`src/hw/rtl/sbcd_pkg.sv`:
```
// Shared types and constants for the sync byte command deframer.
package sbcd_pkg;

    localparam int MAX_PAYLOAD_DEF = 64;

    localparam int BYTE_W    = 8;
    localparam int CMD_W     = 3;
    localparam int OUT_IDX_W = 6;
    localparam int CFG_W     = 7;
    localparam int CFG_IDX_W = 2;

    localparam logic [BYTE_W-1:0] SYNC_A = 8'd30;
    localparam logic [BYTE_W-1:0] SYNC_B = 8'd29;
    localparam logic [BYTE_W-1:0] SYNC_C = 8'd28;

    localparam logic [BYTE_W-1:0] CMD_HID      = 8'd1;
    localparam logic [BYTE_W-1:0] CMD_WEBUSB   = 8'd2;
    localparam logic [BYTE_W-1:0] CMD_PROTOCOL = 8'd4;

    localparam logic [CMD_W-1:0] CMD_NONE = 3'd0;
    localparam logic [CMD_W-1:0] CMD_SEL_HID    = 3'd1;
    localparam logic [CMD_W-1:0] CMD_SEL_WEBUSB = 3'd2;

    localparam logic KIND_PAYLOAD = 1'b0;
    localparam logic KIND_REJECT  = 1'b1;

    localparam logic [CFG_IDX_W-1:0] REG_LEN_HID      = 2'd0;
    localparam logic [CFG_IDX_W-1:0] REG_LEN_WEBUSB   = 2'd1;
    localparam logic [CFG_IDX_W-1:0] REG_LEN_PROTOCOL = 2'd2;

    localparam logic [CFG_W-1:0] LEN_HID_RST      = 7'd32;
    localparam logic [CFG_W-1:0] LEN_WEBUSB_RST   = 7'd64;
    localparam logic [CFG_W-1:0] LEN_PROTOCOL_RST = 7'd1;

    typedef enum logic [2:0] {
        PH_HUNT0,
        PH_HUNT1,
        PH_HUNT2,
        PH_CMD,
        PH_PAYLOAD
    } t_phase;

    typedef struct packed {
        logic                 kind;
        logic [CMD_W-1:0]     cmd_code;
        logic [BYTE_W-1:0]    data_byte;
        logic [OUT_IDX_W-1:0] byte_index;
        logic                 last;
    } t_result;

endpackage

```
`src/hw/rtl/sync_byte_command_deframer_unit.sv`:
```
// Sync byte command deframer: frame hunting, command decode and payload emission.
// A result is valid the cycle after its byte transfer unless the head is stalled.
// Throughput: one byte per cycle while o_stall is low; the next-state logic and the
// length compare are combinational, and a two-entry output buffer absorbs a stall.
// Reset (synchronous, active low) returns to hunting for the first sync byte,
// empties the output buffer and loads the default payload lengths.
module sync_byte_command_deframer_unit #(
    parameter int MAX_PAYLOAD = sbcd_pkg::MAX_PAYLOAD_DEF
) (
    input  logic                           i_clk,
    input  logic                           i_rst_n,
    input  logic                           i_valid,
    output logic                           o_stall,
    input  logic [sbcd_pkg::BYTE_W-1:0]    i_rx_byte,
    output logic                           o_valid,
    input  logic                           i_stall,
    output logic                           o_kind,
    output logic [sbcd_pkg::CMD_W-1:0]     o_cmd_code,
    output logic [sbcd_pkg::BYTE_W-1:0]    o_data_byte,
    output logic [sbcd_pkg::OUT_IDX_W-1:0] o_byte_index,
    output logic                           o_last,
    input  logic                           i_cfg_we,
    input  logic [sbcd_pkg::CFG_IDX_W-1:0] i_cfg_index,
    input  logic [sbcd_pkg::CFG_W-1:0]     i_cfg_data
);
    import sbcd_pkg::*;

    localparam int IDX_W = (MAX_PAYLOAD > 1) ? $clog2(MAX_PAYLOAD) : 1;
    localparam int LEN_W = ($clog2(MAX_PAYLOAD + 1) > CFG_W) ? $clog2(MAX_PAYLOAD + 1) : CFG_W;
    localparam int CMP_W = ((IDX_W + 1) > LEN_W) ? (IDX_W + 1) : LEN_W;
    localparam logic [LEN_W-1:0] MAX_LEN = LEN_W'(MAX_PAYLOAD);

    t_phase            r_phase, n_phase;
    logic [CMD_W-1:0]  r_cmd, n_cmd;
    logic [IDX_W-1:0]  r_idx, n_idx;
    logic [CFG_W-1:0]  r_len_hid, r_len_webusb, r_len_protocol;

    logic    r_out_valid, n_out_valid;
    logic    r_skid_valid, n_skid_valid;
    t_result r_out, n_out;
    t_result r_skid, n_skid;

    logic    w_acc, w_take;
    logic    w_res_valid;
    t_result w_res;
    logic    w_cmd_ok;
    logic    w_fin;
    logic [CFG_W-1:0]     w_len_reg;
    logic [LEN_W-1:0]     w_len;
    logic [IDX_W:0]       w_idx_inc;
    logic [OUT_IDX_W-1:0] w_idx_out;

    assign o_stall = r_skid_valid;
    assign w_acc   = i_valid && !o_stall;
    assign w_take  = r_out_valid && !i_stall;

    // Configuration registers.
    always_ff @(posedge i_clk) begin
        if (!i_rst_n) begin
            r_len_hid      <= LEN_HID_RST;
            r_len_webusb   <= LEN_WEBUSB_RST;
            r_len_protocol <= LEN_PROTOCOL_RST;
        end else if (i_cfg_we) begin
            unique case (i_cfg_index)
                REG_LEN_HID:      r_len_hid      <= i_cfg_data;
                REG_LEN_WEBUSB:   r_len_webusb   <= i_cfg_data;
                REG_LEN_PROTOCOL: r_len_protocol <= i_cfg_data;
                default:          ;
            endcase
        end
    end

    // Payload length for the active command, clamped to 1 .. MAX_PAYLOAD.
    always_comb begin
        case (r_cmd)
            CMD_SEL_HID:    w_len_reg = r_len_hid;
            CMD_SEL_WEBUSB: w_len_reg = r_len_webusb;
            default:        w_len_reg = r_len_protocol;
        endcase
        if (w_len_reg == '0) begin
            w_len = LEN_W'(1);
        end else if (LEN_W'(w_len_reg) > MAX_LEN) begin
            w_len = MAX_LEN;
        end else begin
            w_len = LEN_W'(w_len_reg);
        end
    end

    assign w_idx_inc = (IDX_W + 1)'(r_idx) + (IDX_W + 1)'(1);
    assign w_fin     = CMP_W'(w_idx_inc) >= CMP_W'(w_len);
    assign w_idx_out = OUT_IDX_W'(r_idx);

    always_comb begin
        case (i_rx_byte) inside
            CMD_HID, CMD_WEBUSB, CMD_PROTOCOL: w_cmd_ok = 1'b1;
            default:                           w_cmd_ok = 1'b0;
        endcase
    end

    // Next state of the frame state machine.
    always_comb begin
        n_phase = r_phase;
        unique case (r_phase)
            PH_HUNT0:   n_phase = (i_rx_byte == SYNC_A) ? PH_HUNT1 : PH_HUNT0;
            PH_HUNT1:   n_phase = (i_rx_byte == SYNC_B) ? PH_HUNT2 : PH_HUNT0;
            PH_HUNT2:   n_phase = (i_rx_byte == SYNC_C) ? PH_CMD : PH_HUNT0;
            PH_CMD:     n_phase = w_cmd_ok ? PH_PAYLOAD : PH_HUNT0;
            PH_PAYLOAD: n_phase = w_fin ? PH_HUNT0 : PH_PAYLOAD;
            default:    n_phase = PH_HUNT0;
        endcase
    end

    // Outputs of the frame state machine: result item and frame counters.
    always_comb begin
        w_res_valid      = 1'b0;
        w_res.kind       = KIND_PAYLOAD;
        w_res.cmd_code   = r_cmd;
        w_res.data_byte  = i_rx_byte;
        w_res.byte_index = w_idx_out;
        w_res.last       = w_fin;
        n_cmd            = r_cmd;
        n_idx            = r_idx;
        unique case (r_phase)
            PH_CMD: begin
                n_idx = '0;
                if (w_cmd_ok) begin
                    n_cmd = i_rx_byte[CMD_W-1:0];
                end else begin
                    n_cmd            = CMD_NONE;
                    w_res_valid      = 1'b1;
                    w_res.kind       = KIND_REJECT;
                    w_res.cmd_code   = CMD_NONE;
                    w_res.byte_index = '0;
                    w_res.last       = 1'b0;
                end
            end
            PH_PAYLOAD: begin
                w_res_valid = 1'b1;
                if (w_fin) begin
                    n_cmd = CMD_NONE;
                    n_idx = '0;
                end else begin
                    n_idx = w_idx_inc[IDX_W-1:0];
                end
            end
            default: ;
        endcase
    end

    always_ff @(posedge i_clk) begin
        if (!i_rst_n) begin
            r_phase <= PH_HUNT0;
            r_cmd   <= CMD_NONE;
            r_idx   <= '0;
        end else if (w_acc) begin
            r_phase <= n_phase;
            r_cmd   <= n_cmd;
            r_idx   <= n_idx;
        end
    end

    // Two-entry output buffer; the skid entry fills only while the head is stalled.
    always_comb begin
        n_out_valid  = r_out_valid;
        n_out        = r_out;
        n_skid_valid = r_skid_valid;
        n_skid       = r_skid;
        if (w_take) begin
            if (r_skid_valid) begin
                n_out        = r_skid;
                n_skid_valid = 1'b0;
            end else begin
                n_out_valid = 1'b0;
            end
        end
        if (w_acc && w_res_valid) begin
            if (!n_out_valid) begin
                n_out_valid = 1'b1;
                n_out       = w_res;
            end else begin
                n_skid_valid = 1'b1;
                n_skid       = w_res;
            end
        end
    end

    always_ff @(posedge i_clk) begin
        if (!i_rst_n) begin
            r_out_valid  <= 1'b0;
            r_skid_valid <= 1'b0;
        end else begin
            r_out_valid  <= n_out_valid;
            r_skid_valid <= n_skid_valid;
        end
    end

    always_ff @(posedge i_clk) begin
        r_out  <= n_out;
        r_skid <= n_skid;
    end

    assign o_valid      = r_out_valid;
    assign o_kind       = r_out.kind;
    assign o_cmd_code   = r_out.cmd_code;
    assign o_data_byte  = r_out.data_byte;
    assign o_byte_index = r_out.byte_index;
    assign o_last       = r_out.last;

    a_skid_needs_head: assert property (@(posedge i_clk) disable iff (!i_rst_n)
        r_skid_valid |-> r_out_valid)
        else $error("skid entry holds a result while the head is empty");

    a_last_ends_frame: assert property (@(posedge i_clk) disable iff (!i_rst_n)
        (w_acc && r_phase == PH_PAYLOAD && w_fin) |=> (r_phase == PH_HUNT0))
        else $error("frame did not end after its last payload byte");

    a_idx_in_range: assert property (@(posedge i_clk) disable iff (!i_rst_n)
        (r_phase == PH_PAYLOAD) |-> (int'(r_idx) < MAX_PAYLOAD))
        else $error("payload index reached the maximum payload length");

    a_reject_fields: assert property (@(posedge i_clk) disable iff (!i_rst_n)
        (w_acc && r_phase == PH_CMD && !w_cmd_ok) |=>
            (o_valid && (r_cmd == CMD_NONE) && (r_phase == PH_HUNT0)))
        else $error("rejected command did not produce a result and return to hunting");

endmodule

```
`config.mk`:
```
export PLATFORM = sky130hd
export DESIGN_NAME = sync_byte_command_deframer_unit
export DESIGN_NICKNAME = d
export VERILOG_FILES = /design/src/hw/rtl/sbcd_pkg.sv /design/src/hw/rtl/sync_byte_command_deframer_unit.sv
export SDC_FILE = /design/constraint.sdc
export NUM_CORES = 1
export LEC_CHECK = 0
export ABC_AREA = 1
export BUFFER_PORTS_ARGS = -buffer_cell sky130_fd_sc_hd__buf_4
export CORE_UTILIZATION = 30
export CTS_BUF_LIST = sky130_fd_sc_hd__clkbuf_8
export DETAILED_ROUTE_END_ITERATION = 8
export PLACE_DENSITY = 0.5
export SYNTH_ARGS = -nofsm -noshare
export SYNTH_HDL_FRONTEND = slang
export SYNTH_SLANG_ARGS = --single-unit
```
`constraint.sdc`:
```
create_clock -name i_clk -period 2.1 [get_ports i_clk]
set_input_delay 0.21 -clock i_clk [delete_from_list [all_inputs] [get_ports i_clk]]
set_output_delay 0.21 -clock i_clk [all_outputs]
set_load 0.01 [all_outputs]
```
# After elaboration in Yosys (flattened, before gate mapping)
# Index checks and enable logic that the tools add are counted.
[totals] elab_cells=83 ff_bits=73
[classes] n_reduce_logical=16 muxes=31 n_eq_ne=15 addsub=1 magnitude_cmp=2
[ops] op="$mux W19" count=4
[ops] op="$mux W7" count=4
[ops] op="$eq A8 B5 Y1 const B" count=3
[ops] op="$pmux W3 S5" count=1
[ops] op="$pmux W7 S2" count=1
[ops] op="$mux W3" count=4
[ops] op="$pmux W6 S2" count=1
[ops] op="$reduce_and A2 Y1" count=5
[ops] op="$eq A3 B2 Y1 const B" count=3
[ops] op="$mux W1" count=9
[ops] op="$eq A8 B1 Y1 const B" count=1
[ops] op="$eq A8 B2 Y1 const B" count=1
[ops] op="$eq A8 B3 Y1 const B" count=1
[ops] op="$mux W4" count=2
[ops] op="$add A6 B1 Y7 const B" count=1
[ops] op="$ge A7 B7 Y1" count=1
[ops] op="$gt A7 B7 Y1 const B" count=1
[ops] op="$logic_not A7 Y1" count=1
[ops] op="$eq A3 B1 Y1 const B" count=2
[ops] op="$mux W6" count=1
[ops] op="$pmux W3 S2" count=1
[ops] op="$mux W2" count=2
[ops] op="$eq A3 B3 Y1 const B" count=1
[ops] op="$logic_and A1 B1 Y1" count=3
[ops] op="10 further kinds" count=11

# Logic depth before layout (Yosys ltp)
[depth] word_depth=10 ltp_mapped=18

# Least setup slack after synthesis
# Ideal clock, no wire load.
[synth_path] path_type="register to register" from="register r_cmd[2]" to="register r_cmd[0]" t_arrival_ps=2049 synth_period_minus_slack_ps=2162 stages_incl_launch_ff=18 n_path_buf=0 required_ps=1987 path_slack_ps=-62 cell_sequence="dfxtp_1 > inv_2 > nand3_1 > nand3_1 > nand3_1 > nor2_1 > nand3_1 > nand2_2 > nand2_1 > ha_1 > a21oi_1 > o21ai_0 > nand2_1 > nand3_1 > nand2_1 > nand2_1 > nand2_1 > nor2_1"
[synth_via] elab_chain_cells=8
[synth_lines] element="start, declared" line="sync_byte_command_deframer_unit.sv:34" text="logic [CMD_W-1:0] r_cmd, n_cmd;"
[synth_lines] element="start signal, assigned" line="sync_byte_command_deframer_unit.sv:157" text="r_cmd <= n_cmd;"
[synth_lines] element="$eq A3 B2 Y1 / $eq A3 B1 Y1 (equally long branches)" line="sync_byte_command_deframer_unit.sv:75" text="case (r_cmd)"
[synth_lines] element="$pmux W7 S2 (*)" line="sync_byte_command_deframer_unit.sv:75"
[synth_lines] element="$gt A7 B7 Y1" line="sync_byte_command_deframer_unit.sv:82" text="end else if (LEN_W'(w_len_reg) > MAX_LEN) begin"
[synth_lines] element="$mux W7" line="sync_byte_command_deframer_unit.sv:82"
[synth_lines] element="$mux W7 (*)" line="sync_byte_command_deframer_unit.sv:80" text="if (w_len_reg == '0) begin"
[synth_lines] element="$ge A7 B7 Y1 (*)" line="sync_byte_command_deframer_unit.sv:90" text="assign w_fin = CMP_W'(w_idx_inc) >= CMP_W'(w_len);"
[synth_lines] element="$ne A2 B2 Y1 (no line) (*)"
[synth_lines] element="$reduce_and A3 Y1 (no line) (*)"
# Mark *: on every way between the ends. The rest lies on a longest branch, timed or not.
# A chain may end at the register's enable or synchronous reset.

# Final worst setup path
[layout_path] from="register r_cmd[2]" to="register r_idx[1]"
[layout_via] elab_chain_cells=8
[layout_lines] element="$eq A3 B2 Y1 / $eq A3 B1 Y1 (equally long branches)" line="sync_byte_command_deframer_unit.sv:75"
[layout_lines] element="$pmux W7 S2 (*)" line="sync_byte_command_deframer_unit.sv:75"
[layout_lines] element="$gt A7 B7 Y1" line="sync_byte_command_deframer_unit.sv:82"
[layout_lines] element="$mux W7" line="sync_byte_command_deframer_unit.sv:82"
[layout_lines] element="$mux W7 (*)" line="sync_byte_command_deframer_unit.sv:80"
[layout_lines] element="$ge A7 B7 Y1 (*)" line="sync_byte_command_deframer_unit.sv:90"
[layout_lines] element="$mux W6 (*)" line="sync_byte_command_deframer_unit.sv:139" text="if (w_fin) begin"
[layout_lines] element="$pmux W6 S2 (*)" line="sync_byte_command_deframer_unit.sv:123" text="unique case (r_phase)"
[layout_lines] element="end signal, assigned" line="sync_byte_command_deframer_unit.sv:158" text="r_idx <= n_idx;"
[layout_lines] element="end, declared" line="sync_byte_command_deframer_unit.sv:35" text="logic [IDX_W-1:0] r_idx, n_idx;"
# Marked as above.

==> impl_metrics.tcl <==
set metrics [dict create \
    outcome "finished, violations left" \
    violations "setup timing" \
    synth_area_um2 3740 \
    hpwl_mm 7.07 \
    fin_util_pct 41.0 \
    finalWorstSetupSlack_ps -207 \
    vdd.ir_drop.worst_mv 0.431 \
    path_clk_slew_ps 80 \
    path_common_cell "nand2_2" \
    synth_top_cell_by_area "dfxtp_1" \
    cts_hold_buf 0 \
    die-area_um2 12900 \
    synth_area_leaders "dfxtp_1 (29%), nand2_1 (19%), edfxtp_1 (15%)" \
    finalNetCount 644 \
    power.density_nw_per_um2 585 \
    period_share_pct 110 \
    grt_usage_pct 16.3 \
    cts_buffers 9 \
    critical_path.startpoint "r_cmd[2]" \
    start_util_pct 31.0 \
    area_growth_pct 32.2 \
    stdcell_area_um2 4940 \
    cp.arrival_ps 2550 \
    dp_cells 766 \
    placed_cell_area_um2 4440 \
    synth_cell_type_count 29 \
    path_max_fanout 8 \
    htree_levels 3 \
    p_leak_nw 2.31 \
    first_global_vias 3389 \
    crit_type "reg2reg" \
    vias 3577 \
    fmax_mhz 434 \
    vias_per_cell 4.55 \
    stdcell_count 787 \
    remaining_drc_errors 0 \
    slowest_delay_ps 360 \
    hold_class "in2reg" \
    drt_wl_total_mm 9.98 \
    rsz0062_at_grt "yes" \
    cp_top_family "simple AND/OR/NAND/NOR gates" \
    finalMaxSlewViolations 0 \
    syn_inst 541 \
    setup_viol 12 \
    die_x_um 114 \
    ys_warn_count 0 \
    dr.first_iter.drc_count 162 \
    clockRootBuffer "clkbuf_8" \
    fillers 1250 \
    avgSynthCellArea_um2 6.91 \
    io_buffers 42 \
    synth_common_cells "nand2_1 (192), nor2_1 (79), nand3_1 (60), dfxtp_1 (54), inv_1 (33)" \
    dr.pass1.iters 6 \
    fp.dieH_um 114 \
    cap_violations 0 \
    clock-sinks 73 \
    antenna_cells 0 \
    wl_per_cell_um 12.7 \
    ios 43 \
    clockBufferDepth 2 \
    clock_skew_ps 7.92 \
    antenna_found_initial 0 \
    syn_nets 571 \
    path_cells "inv_4 -> nand3_4 -> nand3_2 -> nand3_2 -> nor2_2 -> nand3_1 -> nand2_2 -> nand2_2 -> ha_4 -> nand2_2 -> nor2_1 -> nand2_2 -> nand3_4 -> nor2_2 -> nor2_1 -> nor2_1" \
    antenna_left 0 \
    hold_viol 0 \
    drive_gt1_share_pct 27.1 \
    min_period_ps 2310 \
    slowest_stage "dfxtp_4" \
    rows 40 \
    critPathBufInv 1 \
    grt_overflow 0 \
    gp_congestion 0.839 \
    synth_top_cell_area_share_pct 28.9 \
    yosys_most_used_dff "dfxtp_1" \
    cp-end-kind "register" \
    min_from "i_rx_byte[6]" \
    finalSetupTns_ps -2090 \
    yosysMostFrequentCell "nand2_1" \
    core_area_um2 12100 \
    clk_latency_ps 360 \
    ys_async_sr_fraction_pct 0 \
    grt_max_degree 27 \
    ys_ff_latch 73 \
    tightest_slew_ps 684 \
    r2r-start "r_cmd[2]" \
    maxSlewHeadroom_pct 54.3 \
    ys_seq_area_share_pct 44.2 \
    cts_tree "yes" \
    grt_pass1_wl_mm 16.4 \
    start_kind "register" \
    crit_required_ps 2350 \
    synth-edff-count 19 \
]
[routing by layer]
metal	track usage, %	vias up	routed length, µm
met4	5.61	0	193
met3	3.93	16	413
met1	20.6	1602	4720
li1	-	1886	-
met5	0	-	0
met2	27.3	73	4650
[stage by stage]
step / hold WS (ps) / total power, mW / setup WS [ps]
finish: 32.2 / 2.89 / -207
global route: 16.6 / 3.01 / -368
CTS: 15.0 / 2.91 / -205
detailed placement: 405 / 1.69 / -273
global placement: 406 / 1.69 / -194
floorplan: 309 / 1.60 / -20.5
[cells in the final DEF, fill, tap and decap left out, drive strengths merged]
cell	netlist	layout
nand4	3	3
o21ai	33	33
nor3	9	9
clkinv	1	5
ha	8	8
dfxtp	54	54
bufinv	0	2
nand2	198	198
a21oi	14	14
buf	8	76
xor2	2	2
nor2	80	80
a21o	1	1
clkbuf	6	9
edfxtp	19	19
nor3b	1	1
nand3	63	63
inv	41	42
[worst paths after layout]
check        cells after the start  slack, ps           end
max reg2reg                     16       -210      r_idx[1]
min reg2reg                      2        490  r_len_hid[5]
min                              1         30    r_skid[13]
max                             16       -210      r_idx[1]
[where the power goes]
group	switching [mW]	total, mW	internal (mW)
clock	0.543	1.20	0.658
sequential	0.0159	1.47	1.45
combinational	0.124	0.219	0.0950
[state kept, by name, indices dropped and copies added, names as in the netlist]
signal / flops
o_stall: 1
r_skid: 19
r_cmd: 3
o_cmd_code: 3
o_byte_index: 6
o_last: 1
o_kind: 1
o_data_byte: 8
o_valid: 1
r_phase: 3
r_idx: 6
r_len_hid: 7
r_len_protocol: 7
r_len_webusb: 7
[repair_timing]
item	in CTS	in global routing
buffers inserted	1	4
gates resized for setup	18	45
endpoints found under the setup margin	12	12
endpoints found under the hold margin	0	0
gates cloned	0	0
pin swaps	18	26
[cell families (layout without fill, tap and decap cells)]
kind of cell | Yosys count | after routing | synth area share, %
adder cells (fa/ha/maj) | 8 | 8 | 2.68
flip-flops | 73 | 73 | 44.2
AO/OA/AOI/OAI | 48 | 48 | 6.90
XOR/XNOR | 2 | 2 | 0.469
buffers and inverters | 56 | 134 | 6.33
AND/OR/NAND/NOR | 354 | 354 | 39.4
[area by class of cell]
type / instances / area [µm²] / area share [%]
clock buffer: 9 / 124 / 2.51
inverter: 42 / 170 / 3.44
clock inverter: 7 / 86.3 / 1.75
tap: 168 / 210 / 4.26
sequential: 73 / 1660 / 33.7
multi-input combinational: 412 / 2110 / 42.8
timing repair buffer: 76 / 574 / 11.6
No activity file was read; power rests on OpenSTA's default activity.
